### config.mk
export PLATFORM = sky130hd
export DESIGN_NAME = gamepad_axis_conditioner
export DESIGN_NICKNAME = d
export VERILOG_FILES = /design/src/rtl/gac_pkg.sv /design/src/rtl/gamepad_axis_conditioner.sv /design/src/rtl/gac_primary_lane.sv /design/src/rtl/gac_offset_lane.sv /design/src/rtl/gac_merge.sv
export VERILOG_INCLUDE_DIRS = /design/src /design/src/rtl
export SDC_FILE = /design/constraint.sdc
export NUM_CORES = 2
export LEC_CHECK = 0
export BUFFER_PORTS_ARGS = -buffer_cell sky130_fd_sc_hd__buf_2
export CAP_MARGIN = 40
export CELL_PAD_IN_SITES_DETAIL_PLACEMENT = 1
export CELL_PAD_IN_SITES_GLOBAL_PLACEMENT = 2
export CORE_MARGIN = 10
export CORE_UTILIZATION = 35
export CTS_CLUSTER_DIAMETER = 80
export CTS_CLUSTER_SIZE = 12
export DETAILED_ROUTE_END_ITERATION = 12
export PLACE_DENSITY_LB_ADDON = 0.1
export SYNTH_ARGS = -nofsm -noshare
export SYNTH_HDL_FRONTEND = slang
export SYNTH_SLANG_ARGS = --single-unit
### constraint.sdc
create_clock -name clk -period 70.2 [get_ports clk]
set_clock_uncertainty 0.05 [all_clocks]
set_input_delay 0 -clock clk [delete_from_list [all_inputs] [get_ports clk]]
set_output_delay 0 -clock clk [all_outputs]
set_load 0.005 [all_outputs]
### src/rtl/gamepad_axis_conditioner_defines.svh
// assertion macros shared by the gamepad axis conditioner rtl
`ifndef GAMEPAD_AXIS_CONDITIONER_DEFINES_SVH
`define GAMEPAD_AXIS_CONDITIONER_DEFINES_SVH

// condition must hold on every clock edge out of reset
`define GAC_ASSERT_HOLDS(lbl, cond) \
    lbl: assert property (@(posedge clk) disable iff (!rst_n) (cond)) \
        else $error("gac assertion failed");

// consequent must hold in the same cycle as the antecedent
`define GAC_ASSERT_IMPLIES(lbl, ante, cons) \
    lbl: assert property (@(posedge clk) disable iff (!rst_n) (ante) |-> (cons)) \
        else $error("gac assertion failed");

`endif

### src/rtl/gac_pkg.sv
// types, widths and constants shared by the gamepad axis conditioner
`timescale 1ns / 1ps

package gac_pkg;

    // field widths
    localparam int BTN_W  = 12;
    localparam int ADC_W  = 10;
    localparam int CAL_W  = 10;
    localparam int CNT_W  = 2;
    localparam int RNG_W  = 11;
    localparam int P_W    = 12;
    localparam int S_W    = 11;
    localparam int IDX_W  = 3;
    localparam int DATA_W = 11;

    // divider datapath widths
    localparam int NUM_W = 22;
    localparam int DEN_W = 10;
    localparam int V_W   = 24;

    // lane stages: difference, product, one per quotient bit, signed result
    localparam int LANE_DEPTH = NUM_W + 3;

    localparam logic [RNG_W-1:0] RANGE_CAP = 11'd1024;

    // stick count codes
    localparam logic [CNT_W-1:0] STICKS_PRIMARY = 2'd1;
    localparam logic [CNT_W-1:0] STICKS_BOTH    = 2'd2;

    // register indexes
    typedef enum logic [IDX_W-1:0] {
        REG_X_LOW,
        REG_X_HIGH,
        REG_Y_LOW,
        REG_Y_HIGH,
        REG_X2_CTR,
        REG_Y2_CTR,
        REG_STICKS,
        REG_RANGE
    } gac_reg_t;

    typedef struct packed {
        logic [CAL_W-1:0] x_lo;
        logic [CAL_W-1:0] x_hi;
        logic [CAL_W-1:0] y_lo;
        logic [CAL_W-1:0] y_hi;
        logic [CAL_W-1:0] x2_ctr;
        logic [CAL_W-1:0] y2_ctr;
        logic [CNT_W-1:0] sticks;
        logic [RNG_W-1:0] range;
    } gac_cfg_t;

    localparam gac_cfg_t CFG_RESET = '{
        x_lo:   10'd150,
        x_hi:   10'd874,
        y_lo:   10'd110,
        y_hi:   10'd914,
        x2_ctr: 10'd512,
        y2_ctr: 10'd512,
        sticks: 2'd2,
        range:  11'd256
    };

    // per-stage load strobes for the lanes plus the output register
    typedef struct packed {
        logic [LANE_DEPTH-1:0] load;
        logic                  out_load;
    } gac_ctl_t;

    // full scale limited to the largest supported range
    function automatic logic [RNG_W-1:0] range_cap(input logic [RNG_W-1:0] r);
        return (r > RANGE_CAP) ? RANGE_CAP : r;
    endfunction

endpackage

### src/rtl/gamepad_axis_conditioner.sv
// top level of the gamepad axis conditioner: config, pipeline control, lanes
//
//  channel   direction  handshake            contents
//  in        receive    in_valid / in_stall   button levels, four adc readings
//  out       send       out_valid / out_stall pressed mask, four axes, cal flag
//  cfg       receive    cfg_valid / cfg_ready register index, write data
//
//  one sample set per cycle while out_stall holds no waiting result;
//  primary lanes: difference, product, 22 single-bit restoring divider
//  stages, signed result; reset loads the default calibration and empties
//  the pipeline; out_stall with a result waiting freezes the pipeline; an
//  empty first stage still takes one more request; cfg_ready is always high
`timescale 1ns / 1ps
`include "gamepad_axis_conditioner_defines.svh"

module gamepad_axis_conditioner #(
    parameter int DEADZONE = 16,
    parameter int ADC_BITS = 10
) (
    input  logic                              clk,
    input  logic                              rst_n,
    input  logic                              in_valid,
    output logic                              in_stall,
    input  logic [gac_pkg::BTN_W-1:0]         button_levels,
    input  logic [gac_pkg::ADC_W-1:0]         raw_x1,
    input  logic [gac_pkg::ADC_W-1:0]         raw_y1,
    input  logic [gac_pkg::ADC_W-1:0]         raw_x2,
    input  logic [gac_pkg::ADC_W-1:0]         raw_y2,
    output logic                              out_valid,
    input  logic                              out_stall,
    output logic [gac_pkg::BTN_W-1:0]         pressed_mask,
    output logic signed [gac_pkg::P_W-1:0]    axis_x1,
    output logic signed [gac_pkg::P_W-1:0]    axis_y1,
    output logic signed [gac_pkg::S_W-1:0]    axis_x2,
    output logic signed [gac_pkg::S_W-1:0]    axis_y2,
    output logic                              cal_invalid,
    input  logic                              cfg_valid,
    output logic                              cfg_ready,
    input  logic [gac_pkg::IDX_W-1:0]         cfg_index,
    input  logic [gac_pkg::DATA_W-1:0]        cfg_data
);

    localparam int AW        = gac_pkg::ADC_W;
    localparam int BW        = gac_pkg::BTN_W;
    localparam int RW        = gac_pkg::RNG_W;
    localparam int PW        = gac_pkg::P_W;
    localparam int DEPTH     = gac_pkg::LANE_DEPTH;
    localparam int MASK_BITS = (ADC_BITS < AW) ? ADC_BITS : AW;
    localparam logic [AW-1:0] ADC_MASK = AW'((64'd1 << MASK_BITS) - 64'd1);

    // configuration registers
    gac_pkg::gac_cfg_t cfg_reg;

    assign cfg_ready = 1'b1;

    always_ff @(posedge clk or negedge rst_n)
    begin
        if (!rst_n)
        begin
            cfg_reg <= gac_pkg::CFG_RESET;
        end
        else if (cfg_valid && cfg_ready)
        begin
            unique case (gac_pkg::gac_reg_t'(cfg_index))
                gac_pkg::REG_X_LOW:  cfg_reg.x_lo   <= cfg_data[9:0];
                gac_pkg::REG_X_HIGH: cfg_reg.x_hi   <= cfg_data[9:0];
                gac_pkg::REG_Y_LOW:  cfg_reg.y_lo   <= cfg_data[9:0];
                gac_pkg::REG_Y_HIGH: cfg_reg.y_hi   <= cfg_data[9:0];
                gac_pkg::REG_X2_CTR: cfg_reg.x2_ctr <= cfg_data[9:0];
                gac_pkg::REG_Y2_CTR: cfg_reg.y2_ctr <= cfg_data[9:0];
                gac_pkg::REG_STICKS: cfg_reg.sticks <= cfg_data[1:0];
                gac_pkg::REG_RANGE:  cfg_reg.range  <= cfg_data;
                default:             cfg_reg        <= cfg_reg;
            endcase
        end
    end

    logic [RW-1:0] range_eff;

    assign range_eff = gac_pkg::range_cap(cfg_reg.range);

    // pipeline control: global advance, first stage also fills when empty
    logic [DEPTH-1:0]  vld_reg;
    logic              out_valid_reg;
    logic              adv;
    gac_pkg::gac_ctl_t ctl;

    assign adv          = !out_valid_reg || !out_stall;
    assign ctl.load     = {{(DEPTH-1){adv}}, adv || !vld_reg[0]};
    assign ctl.out_load = adv;
    assign in_stall     = !ctl.load[0];
    assign out_valid    = out_valid_reg;

    always_ff @(posedge clk or negedge rst_n)
    begin
        if (!rst_n)
        begin
            vld_reg       <= '0;
            out_valid_reg <= 1'b0;
        end
        else
        begin
            if (ctl.load[0])
            begin
                vld_reg[0] <= in_valid;
            end
            if (adv)
            begin
                vld_reg[DEPTH-1:1] <= vld_reg[DEPTH-2:0];
                out_valid_reg      <= vld_reg[DEPTH-1];
            end
        end
    end

    // button levels ride alongside the lanes
    logic [BW-1:0] btn_reg [DEPTH];

    genvar i;
    generate
        for (i = 0; i < DEPTH; i++)
        begin : g_btn
            if (i == 0)
            begin : g_first
                always_ff @(posedge clk)
                begin
                    if (ctl.load[0])
                    begin
                        btn_reg[0] <= button_levels;
                    end
                end
            end
            else
            begin : g_next
                always_ff @(posedge clk)
                begin
                    if (ctl.load[i])
                    begin
                        btn_reg[i] <= btn_reg[i-1];
                    end
                end
            end
        end
    endgenerate

    // axis lanes
    logic signed [gac_pkg::V_W-1:0] val_x1;
    logic signed [gac_pkg::V_W-1:0] val_y1;
    logic signed [gac_pkg::S_W-1:0] val_x2;
    logic signed [gac_pkg::S_W-1:0] val_y2;

    gac_primary_lane u_lane_x1 (
        .clk       (clk),
        .ctl       (ctl),
        .cal_lo    (cfg_reg.x_lo),
        .cal_hi    (cfg_reg.x_hi),
        .range_eff (range_eff),
        .raw       (raw_x1 & ADC_MASK),
        .value     (val_x1)
    );

    gac_primary_lane u_lane_y1 (
        .clk       (clk),
        .ctl       (ctl),
        .cal_lo    (cfg_reg.y_lo),
        .cal_hi    (cfg_reg.y_hi),
        .range_eff (range_eff),
        .raw       (raw_y1 & ADC_MASK),
        .value     (val_y1)
    );

    gac_offset_lane #(
        .DEADZONE (DEADZONE)
    ) u_lane_x2 (
        .clk    (clk),
        .ctl    (ctl),
        .centre (cfg_reg.x2_ctr),
        .raw    (raw_x2 & ADC_MASK),
        .value  (val_x2)
    );

    gac_offset_lane #(
        .DEADZONE (DEADZONE)
    ) u_lane_y2 (
        .clk    (clk),
        .ctl    (ctl),
        .centre (cfg_reg.y2_ctr),
        .raw    (raw_y2 & ADC_MASK),
        .value  (val_y2)
    );

    // merge and output register
    gac_merge #(
        .DEADZONE (DEADZONE)
    ) u_merge (
        .clk          (clk),
        .ctl          (ctl),
        .cfg          (cfg_reg),
        .range_eff    (range_eff),
        .levels       (btn_reg[DEPTH-1]),
        .val_x1       (val_x1),
        .val_y1       (val_y1),
        .val_x2       (val_x2),
        .val_y2       (val_y2),
        .pressed_mask (pressed_mask),
        .axis_x1      (axis_x1),
        .axis_y1      (axis_y1),
        .axis_x2      (axis_x2),
        .axis_y2      (axis_y2),
        .cal_invalid  (cal_invalid)
    );

    // checks
    logic signed [PW-1:0] range_s;

    assign range_s = signed'({{(PW-RW){1'b0}}, range_eff});

    `GAC_ASSERT_IMPLIES(a_stall_only_when_full, in_stall,
        vld_reg[0] && out_valid_reg && out_stall)
    `GAC_ASSERT_IMPLIES(a_flag_tracks_cal, out_valid,
        cal_invalid == ((cfg_reg.x_lo == cfg_reg.x_hi) || (cfg_reg.y_lo == cfg_reg.y_hi)))
    `GAC_ASSERT_IMPLIES(a_secondary_gated, out_valid && (cfg_reg.sticks != gac_pkg::STICKS_BOTH),
        (axis_x2 == '0) && (axis_y2 == '0))
    `GAC_ASSERT_HOLDS(a_primary_bounded, !out_valid ||
        ((axis_x1 <= range_s) && (axis_x1 >= -range_s) &&
         (axis_y1 <= range_s) && (axis_y1 >= -range_s)))

endmodule

### src/rtl/gac_primary_lane.sv
// primary stick lane: calibrated linear map through a pipelined divider
`timescale 1ns / 1ps

module gac_primary_lane (
    input  logic                                  clk,
    input  gac_pkg::gac_ctl_t                     ctl,
    input  logic [gac_pkg::CAL_W-1:0]             cal_lo,
    input  logic [gac_pkg::CAL_W-1:0]             cal_hi,
    input  logic [gac_pkg::RNG_W-1:0]             range_eff,
    input  logic [gac_pkg::ADC_W-1:0]             raw,
    output logic signed [gac_pkg::V_W-1:0]        value
);

    localparam int CW = gac_pkg::CAL_W;
    localparam int RW = gac_pkg::RNG_W;
    localparam int NW = gac_pkg::NUM_W;
    localparam int DW = gac_pkg::DEN_W;
    localparam int VW = gac_pkg::V_W;

    // divisor magnitude and sign, static between config writes
    logic [DW-1:0] dmag;
    logic          dneg;

    assign dneg = cal_lo > cal_hi;
    assign dmag = dneg ? DW'(cal_lo - cal_hi) : DW'(cal_hi - cal_lo);

    // offset from calibrated minimum, as magnitude and sign
    logic [CW-1:0] dif_reg;
    logic          dif_neg_reg;

    always_ff @(posedge clk)
    begin
        if (ctl.load[0])
        begin
            dif_neg_reg <= raw < cal_lo;
            dif_reg     <= (raw < cal_lo) ? CW'(cal_lo - raw) : CW'(raw - cal_lo);
        end
    end

    // numerator magnitude times twice the range
    logic [NW-1:0] prod;
    logic [NW-1:0] num_reg;
    logic          neg1_reg;

    assign prod = {{(NW-CW){1'b0}}, dif_reg} * {{(NW-RW-1){1'b0}}, range_eff, 1'b0};

    always_ff @(posedge clk)
    begin
        if (ctl.load[1])
        begin
            num_reg  <= prod;
            neg1_reg <= dif_neg_reg ^ dneg;
        end
    end

    // restoring divider, one quotient bit per stage
    logic [DW-1:0] rem_reg  [NW];
    logic [NW-1:0] work_reg [NW];
    logic          neg_reg  [NW];

    genvar k;
    generate
        for (k = 0; k < NW; k++)
        begin : g_div
            logic [DW-1:0] rem_in;
            logic [NW-1:0] work_in;
            logic          neg_in;
            logic [DW:0]   trial;
            logic [DW:0]   diff;
            logic          ge;

            if (k == 0)
            begin : g_first
                assign rem_in  = '0;
                assign work_in = num_reg;
                assign neg_in  = neg1_reg;
            end
            else
            begin : g_next
                assign rem_in  = rem_reg[k-1];
                assign work_in = work_reg[k-1];
                assign neg_in  = neg_reg[k-1];
            end

            assign trial = {rem_in, work_in[NW-1]};
            assign ge    = trial >= {1'b0, dmag};
            assign diff  = trial - {1'b0, dmag};

            always_ff @(posedge clk)
            begin
                if (ctl.load[k+2])
                begin
                    rem_reg[k]  <= ge ? diff[DW-1:0] : trial[DW-1:0];
                    work_reg[k] <= {work_in[NW-2:0], ge};
                    neg_reg[k]  <= neg_in;
                end
            end
        end
    endgenerate

    // apply sign to the truncated quotient and remove the range offset
    logic signed [VW-1:0] q_ext;
    logic signed [VW-1:0] r_ext;
    logic signed [VW-1:0] value_reg;

    assign q_ext = signed'({{(VW-NW){1'b0}}, work_reg[NW-1]});
    assign r_ext = signed'({{(VW-RW){1'b0}}, range_eff});

    always_ff @(posedge clk)
    begin
        if (ctl.load[NW+2])
        begin
            value_reg <= neg_reg[NW-1] ? (-q_ext - r_ext) : (q_ext - r_ext);
        end
    end

    assign value = value_reg;

endmodule

### src/rtl/gac_offset_lane.sv
// secondary stick lane: centre offset and deadzone, delayed to lane depth
`timescale 1ns / 1ps

module gac_offset_lane #(
    parameter int DEADZONE = 16
) (
    input  logic                              clk,
    input  gac_pkg::gac_ctl_t                 ctl,
    input  logic [gac_pkg::CAL_W-1:0]         centre,
    input  logic [gac_pkg::ADC_W-1:0]         raw,
    output logic signed [gac_pkg::S_W-1:0]    value
);

    localparam int SW    = gac_pkg::S_W;
    localparam int DEPTH = gac_pkg::LANE_DEPTH;
    localparam logic signed [SW-1:0] DZ = SW'(DEADZONE);

    logic signed [SW-1:0] pipe_reg [DEPTH];
    logic signed [SW-1:0] diff;
    logic                 in_dead;

    // reading minus rest position
    assign diff    = signed'({1'b0, raw}) - signed'({1'b0, centre});
    assign in_dead = (pipe_reg[0] > -DZ) && (pipe_reg[0] < DZ);

    always_ff @(posedge clk)
    begin
        if (ctl.load[0])
        begin
            pipe_reg[0] <= diff;
        end
    end

    // deadzone
    always_ff @(posedge clk)
    begin
        if (ctl.load[1])
        begin
            pipe_reg[1] <= in_dead ? '0 : pipe_reg[0];
        end
    end

    // delay to match the primary lanes
    genvar i;
    generate
        for (i = 2; i < DEPTH; i++)
        begin : g_dly
            always_ff @(posedge clk)
            begin
                if (ctl.load[i])
                begin
                    pipe_reg[i] <= pipe_reg[i-1];
                end
            end
        end
    endgenerate

    assign value = pipe_reg[DEPTH-1];

endmodule

### src/rtl/gac_merge.sv
// merge stage: primary deadzone and saturation, stick gating and output register
`timescale 1ns / 1ps

module gac_merge #(
    parameter int DEADZONE = 16
) (
    input  logic                              clk,
    input  gac_pkg::gac_ctl_t                 ctl,
    input  gac_pkg::gac_cfg_t                 cfg,
    input  logic [gac_pkg::RNG_W-1:0]         range_eff,
    input  logic [gac_pkg::BTN_W-1:0]         levels,
    input  logic signed [gac_pkg::V_W-1:0]    val_x1,
    input  logic signed [gac_pkg::V_W-1:0]    val_y1,
    input  logic signed [gac_pkg::S_W-1:0]    val_x2,
    input  logic signed [gac_pkg::S_W-1:0]    val_y2,
    output logic [gac_pkg::BTN_W-1:0]         pressed_mask,
    output logic signed [gac_pkg::P_W-1:0]    axis_x1,
    output logic signed [gac_pkg::P_W-1:0]    axis_y1,
    output logic signed [gac_pkg::S_W-1:0]    axis_x2,
    output logic signed [gac_pkg::S_W-1:0]    axis_y2,
    output logic                              cal_invalid
);

    localparam int VW = gac_pkg::V_W;
    localparam int PW = gac_pkg::P_W;
    localparam int RW = gac_pkg::RNG_W;
    localparam int BW = gac_pkg::BTN_W;
    localparam int SW = gac_pkg::S_W;
    localparam logic signed [VW-1:0] DZ = VW'(DEADZONE);

    // deadzone then clamp to plus or minus the range
    function automatic logic signed [PW-1:0] finish(
        input logic signed [VW-1:0] v,
        input logic [RW-1:0]        r
    );
        logic signed [VW-1:0] rs;
        logic signed [VW-1:0] t;
        rs = signed'({{(VW-RW){1'b0}}, r});
        t  = ((v > -DZ) && (v < DZ)) ? '0 : v;
        priority if (t > rs)
            t = rs;
        else if (t < -rs)
            t = -rs;
        return PW'(t);
    endfunction

    logic x_bad;
    logic y_bad;
    logic prim_on;
    logic sec_on;

    assign x_bad   = cfg.x_lo == cfg.x_hi;
    assign y_bad   = cfg.y_lo == cfg.y_hi;
    assign prim_on = (cfg.sticks == gac_pkg::STICKS_PRIMARY) ||
                     (cfg.sticks == gac_pkg::STICKS_BOTH);
    assign sec_on  = cfg.sticks == gac_pkg::STICKS_BOTH;

    logic [BW-1:0]        mask_reg;
    logic signed [PW-1:0] x1_reg;
    logic signed [PW-1:0] y1_reg;
    logic signed [SW-1:0] x2_reg;
    logic signed [SW-1:0] y2_reg;
    logic                 bad_reg;

    // output register
    always_ff @(posedge clk)
    begin
        if (ctl.out_load)
        begin
            mask_reg <= ~levels;
            x1_reg   <= (prim_on && !x_bad) ? finish(val_x1, range_eff) : '0;
            y1_reg   <= (prim_on && !y_bad) ? finish(val_y1, range_eff) : '0;
            x2_reg   <= sec_on ? val_x2 : '0;
            y2_reg   <= sec_on ? val_y2 : '0;
            bad_reg  <= x_bad || y_bad;
        end
    end

    assign pressed_mask = mask_reg;
    assign axis_x1      = x1_reg;
    assign axis_y1      = y1_reg;
    assign axis_x2      = x2_reg;
    assign axis_y2      = y2_reg;
    assign cal_invalid  = bad_reg;

endmodule

==> impl_summary.log <==
INFO  metric worstPathArrival = ~7.9 ns
INFO  metric grt.overflow.total = 0
INFO  metric postRouteWirelength = 269000 um
INFO  metric cts-htree-levels = 4
INFO  metric postSynthCellCount = 8038
INFO  metric vias_per_cell = 4.87
INFO  metric hold_class = in2reg
INFO  metric route.vias.total = 63.9k
INFO  metric chipHeight = a little under 600 um
INFO  metric syn_area_per_cell = around 14 um^2
INFO  metric clock_tree_from_tritoncts = yes
INFO  metric globalplace.congestion = 0.799
INFO  metric main_area_contributors_after_synthesis = sky130_fd_sc_hd__edfxtp_1 62%, sky130_fd_sc_hd__ha_1 8.8%, sky130_fd_sc_hd__mux2_2 3.8%
INFO  metric numClockSinks = around 2.5k
INFO  metric clk_pin_slew = 0.06 ns
INFO  metric cp_max_fo = 40
INFO  metric fmax = 0.136 GHz
INFO  metric detail_route.wl_per_cell = around 21 um
INFO  metric io_pins = around 130
INFO  metric clockRootBuffer = sky130_fd_sc_hd__clkbuf_16
INFO  metric category_of_cells_accounting_for_the_largest_share_of_critical_path_delay = simple AND/OR/NAND/NOR gates
INFO  metric sequential_cell_area = between 70000 and 80000 um^2
INFO  metric filler_cell_count = about 34k
INFO  metric most-common-layout-cells = 2413 x sky130_fd_sc_hd__edfxtp_1, 814 x sky130_fd_sc_hd__ha_1, 617 x sky130_fd_sc_hd__inv_1, 485 x sky130_fd_sc_hd__nand2_1, 451 x sky130_fd_sc_hd__nor2_1
INFO  metric finalMaxSlewViolations = 0
INFO  metric async_flop_share = 3.94%
INFO  metric port_buffers = roughly 130
INFO  metric coreArea = ~330000 um^2
INFO  metric route.met2.wl = around 120000 um
INFO  metric met1_length = 130000 um
INFO  metric vias_in_the_first_global_route = just under 70k
INFO  metric critical_path_cell_count = 18
INFO  metric worst_slew_margin_rel = between 20% and 30%
INFO  metric dp.final_hpwl = 187000 um
INFO  metric track_usage = approximately 15%
INFO  metric outcome = completed
INFO  metric slowest_delay = roughly 0.76 ns
INFO  metric worst_hold_path.num_cells = 5
INFO  metric residual_drc = 0
INFO  metric num-nets-final = just under 10k
INFO  metric drive_gt1_share = 11.8%
INFO  metric highest-signal-layer = met5
INFO  metric finalCriticalPeriod = between 7 and 8 ns
INFO  metric seq_area_frac_synth = about 65%
INFO  metric rsz_0062_raised_after_global_routing = no
INFO  metric timing.final.setup_violations = 0
INFO  metric crit_path_top_delay_cell = sky130_fd_sc_hd__buf_4
INFO  metric synth-seq-cells = between 2k and 3k
INFO  metric die_area = around 360000 um^2
INFO  metric post-cts-setup-buffer-count = 0
INFO  metric cts_hold_buf = ~140
INFO  metric number_of_antenna_violations_at_the_first_check_in_global_routing = 27
INFO  metric crit_required = between 70 and 80 ns
INFO  metric synthesis.area = 116000 um^2
INFO  metric timing.critical_path.from_type = flip-flop
INFO  metric largest_net_degree_at_the_start_of_global_routing = 193
INFO  metric drt-pass1-iter-count = 6
INFO  metric floorplan.rows = 211
INFO  metric clk_latency = ~0.94 ns
INFO  metric floorplan.die.width = approximately 600 um
INFO  metric layout.cells.most_common = sky130_fd_sc_hd__edfxtp_1
INFO  metric netlist.area_leader.share = between 60 and 70%
INFO  metric drc_violation_total_after_the_first_tritonroute_iteration = roughly 3.7k
INFO  metric critPathKind = reg2reg
INFO  metric setup-tns-final = 0 ns
INFO  metric timing.critical_path.cells = inv_1 > ha_1 > nand4_1 > nor4_2 > a21o_1 > or2_1 > mux2i_4 > buf_4 > ha_1 > nor2b_1 > o21ai_0 > a21boi_0 > o21ai_0 > a21oi_1 > o21a_1 > o31a_1 > nor2_1 > mux2_2
INFO  metric transition_at_the_pin_with_the_smallest_max_transition_slack = 1.12 ns
INFO  metric synth-edff-count = around 2.4k
INFO  metric cap_violations = 0
INFO  metric end_kind = flip-flop
INFO  metric post_cts.resized_instances = 0
INFO  metric drtAntennaViolNets = 0
INFO  metric cts-buffers-inserted = about 240
INFO  metric final_hold_viol_count = 0
INFO  metric global_route_wire_length_before_repair = approximately 420000 um
INFO  metric flow.area_growth_from_synthesis = 13.6%
INFO  metric rr_worst_depth = 18
INFO  metric synth-warning-count = 0
INFO  metric period_share = around a tenth
INFO  metric synth_area_leader_cell = sky130_fd_sc_hd__edfxtp_1
INFO  metric synth_ff_type = sky130_fd_sc_hd__edfxtp_1
INFO  metric initial_core_util = between 30% and 40%
INFO  metric routed_wl_met3 = around 8800 um
INFO  metric mappedNetlistNets = slightly above 9k
INFO  metric critPathBufInv = 2
INFO  metric multiInputGateArea = 38500 um^2
INFO  metric clock_tree.buffer_depth = 4
INFO  metric unique_masters_post_synth = a little over 80
[final cells by class]
class                           instances  share of cell area, %
Tap cell                             4366                   4.14
Multi-Input combinational cell       4802                   29.2
Clock buffer                          342                   4.96
Sequential cell                      2512                   56.9
Timing Repair Buffer                  409                   2.66
Clock inverter                         42                  0.397
Inverter                              625                   1.78
Antenna cell                            5                0.00949
[metrics by stage]
step	utilization (%)	instances	cell area, um^2	hold slack (ns)	worst slack, ns
after global routing	39.9	13100	132000	0.0832	62.23
final	39.9	13100	132000	0.111	62.86
after CTS	39.9	13100	132000	0.00277	62.74
after floorplan	-	8038	116000	-0.346	36.45
after detailed placement	37.3	12600	123000	-0.220	62.77
after global placement	37.1	12500	123000	-0.222	62.75
[cell usage after synthesis, types with 13 or more instances]
| library cell | number |
|---|---|
| sky130_fd_sc_hd__a2111oi_0 | 32 |
| sky130_fd_sc_hd__a211oi_1 | 19 |
| sky130_fd_sc_hd__a21boi_0 | 56 |
| sky130_fd_sc_hd__a21o_1 | 99 |
| sky130_fd_sc_hd__a21oi_1 | 351 |
| sky130_fd_sc_hd__a311o_1 | 13 |
| sky130_fd_sc_hd__a31oi_1 | 37 |
| sky130_fd_sc_hd__and2_1 | 222 |
| sky130_fd_sc_hd__and3_1 | 23 |
| sky130_fd_sc_hd__clkbuf_1 | 85 |
| sky130_fd_sc_hd__dfrtp_1 | 75 |
| sky130_fd_sc_hd__dfstp_2 | 24 |
| sky130_fd_sc_hd__edfxtp_1 | 2413 |
| sky130_fd_sc_hd__fa_1 | 194 |
| sky130_fd_sc_hd__ha_1 | 814 |
| sky130_fd_sc_hd__inv_1 | 623 |
| sky130_fd_sc_hd__mux2_2 | 395 |
| sky130_fd_sc_hd__mux2i_1 | 72 |
| sky130_fd_sc_hd__nand2_1 | 488 |
| sky130_fd_sc_hd__nand2b_1 | 60 |
| sky130_fd_sc_hd__nand3_1 | 34 |
| sky130_fd_sc_hd__nand4_1 | 112 |
| sky130_fd_sc_hd__nor2_1 | 451 |
| sky130_fd_sc_hd__nor2b_1 | 137 |
| sky130_fd_sc_hd__nor3_1 | 100 |
| sky130_fd_sc_hd__nor4_1 | 28 |
| sky130_fd_sc_hd__o211ai_1 | 13 |
| sky130_fd_sc_hd__o21a_1 | 54 |
| sky130_fd_sc_hd__o21ai_0 | 427 |
| sky130_fd_sc_hd__o21bai_1 | 20 |
| sky130_fd_sc_hd__o2bb2ai_1 | 17 |
| sky130_fd_sc_hd__o31a_1 | 14 |
| sky130_fd_sc_hd__o31ai_1 | 38 |
| sky130_fd_sc_hd__or3_1 | 15 |
| sky130_fd_sc_hd__xnor2_1 | 259 |
| sky130_fd_sc_hd__xor2_1 | 105 |
[per-layer routing]
metal / vias to the layer above / track usage (%)
met5: - / 0
met2: 706 / 24.3
met4: 2 / 2.97
met1: 32200 / 21.1
met3: 302 / 2.06
li1: 30600 / -
[tightest hold or removal path, delay by kind of cell]
family        cells  cell delay (ns)
fa+ha+maj         1             0.18
simple gates      2             0.15
buf+inv           2             0.66
[worst paths after layout]
kind                                            from                   endpoint  slack (ns)
max                                      cfg_reg[59]   u_lane_x1.rem_reg[1][62]       62.86
max in group asynchronous                      rst_n                cfg_reg[17]       67.54
min                                        raw_x2[7]   u_lane_x2.pipe_reg[0][7]        0.11
min in group asynchronous                      rst_n                 vld_reg[0]        0.60
min reg2reg                u_lane_y1.work_reg[15][0]  u_lane_y1.work_reg[16][1]        0.28
max reg2reg                              cfg_reg[59]   u_lane_x1.rem_reg[1][62]       62.86
[kinds of logic after synthesis]
logic type | share of synthesized area [%]
DFF | 64.6
and+or+nand+nor | 7.07
AOI/OAI and AO/OA | 6.63
adders and majority gates | 12.1
buffers and inverters | 2.38
muxes | 4.45
xor gates and xnor gates | 2.75
other | 0.00323
Power is not shown: default switching activity piles up to over one toggle a cycle in this logic, so the estimate is an artifact.
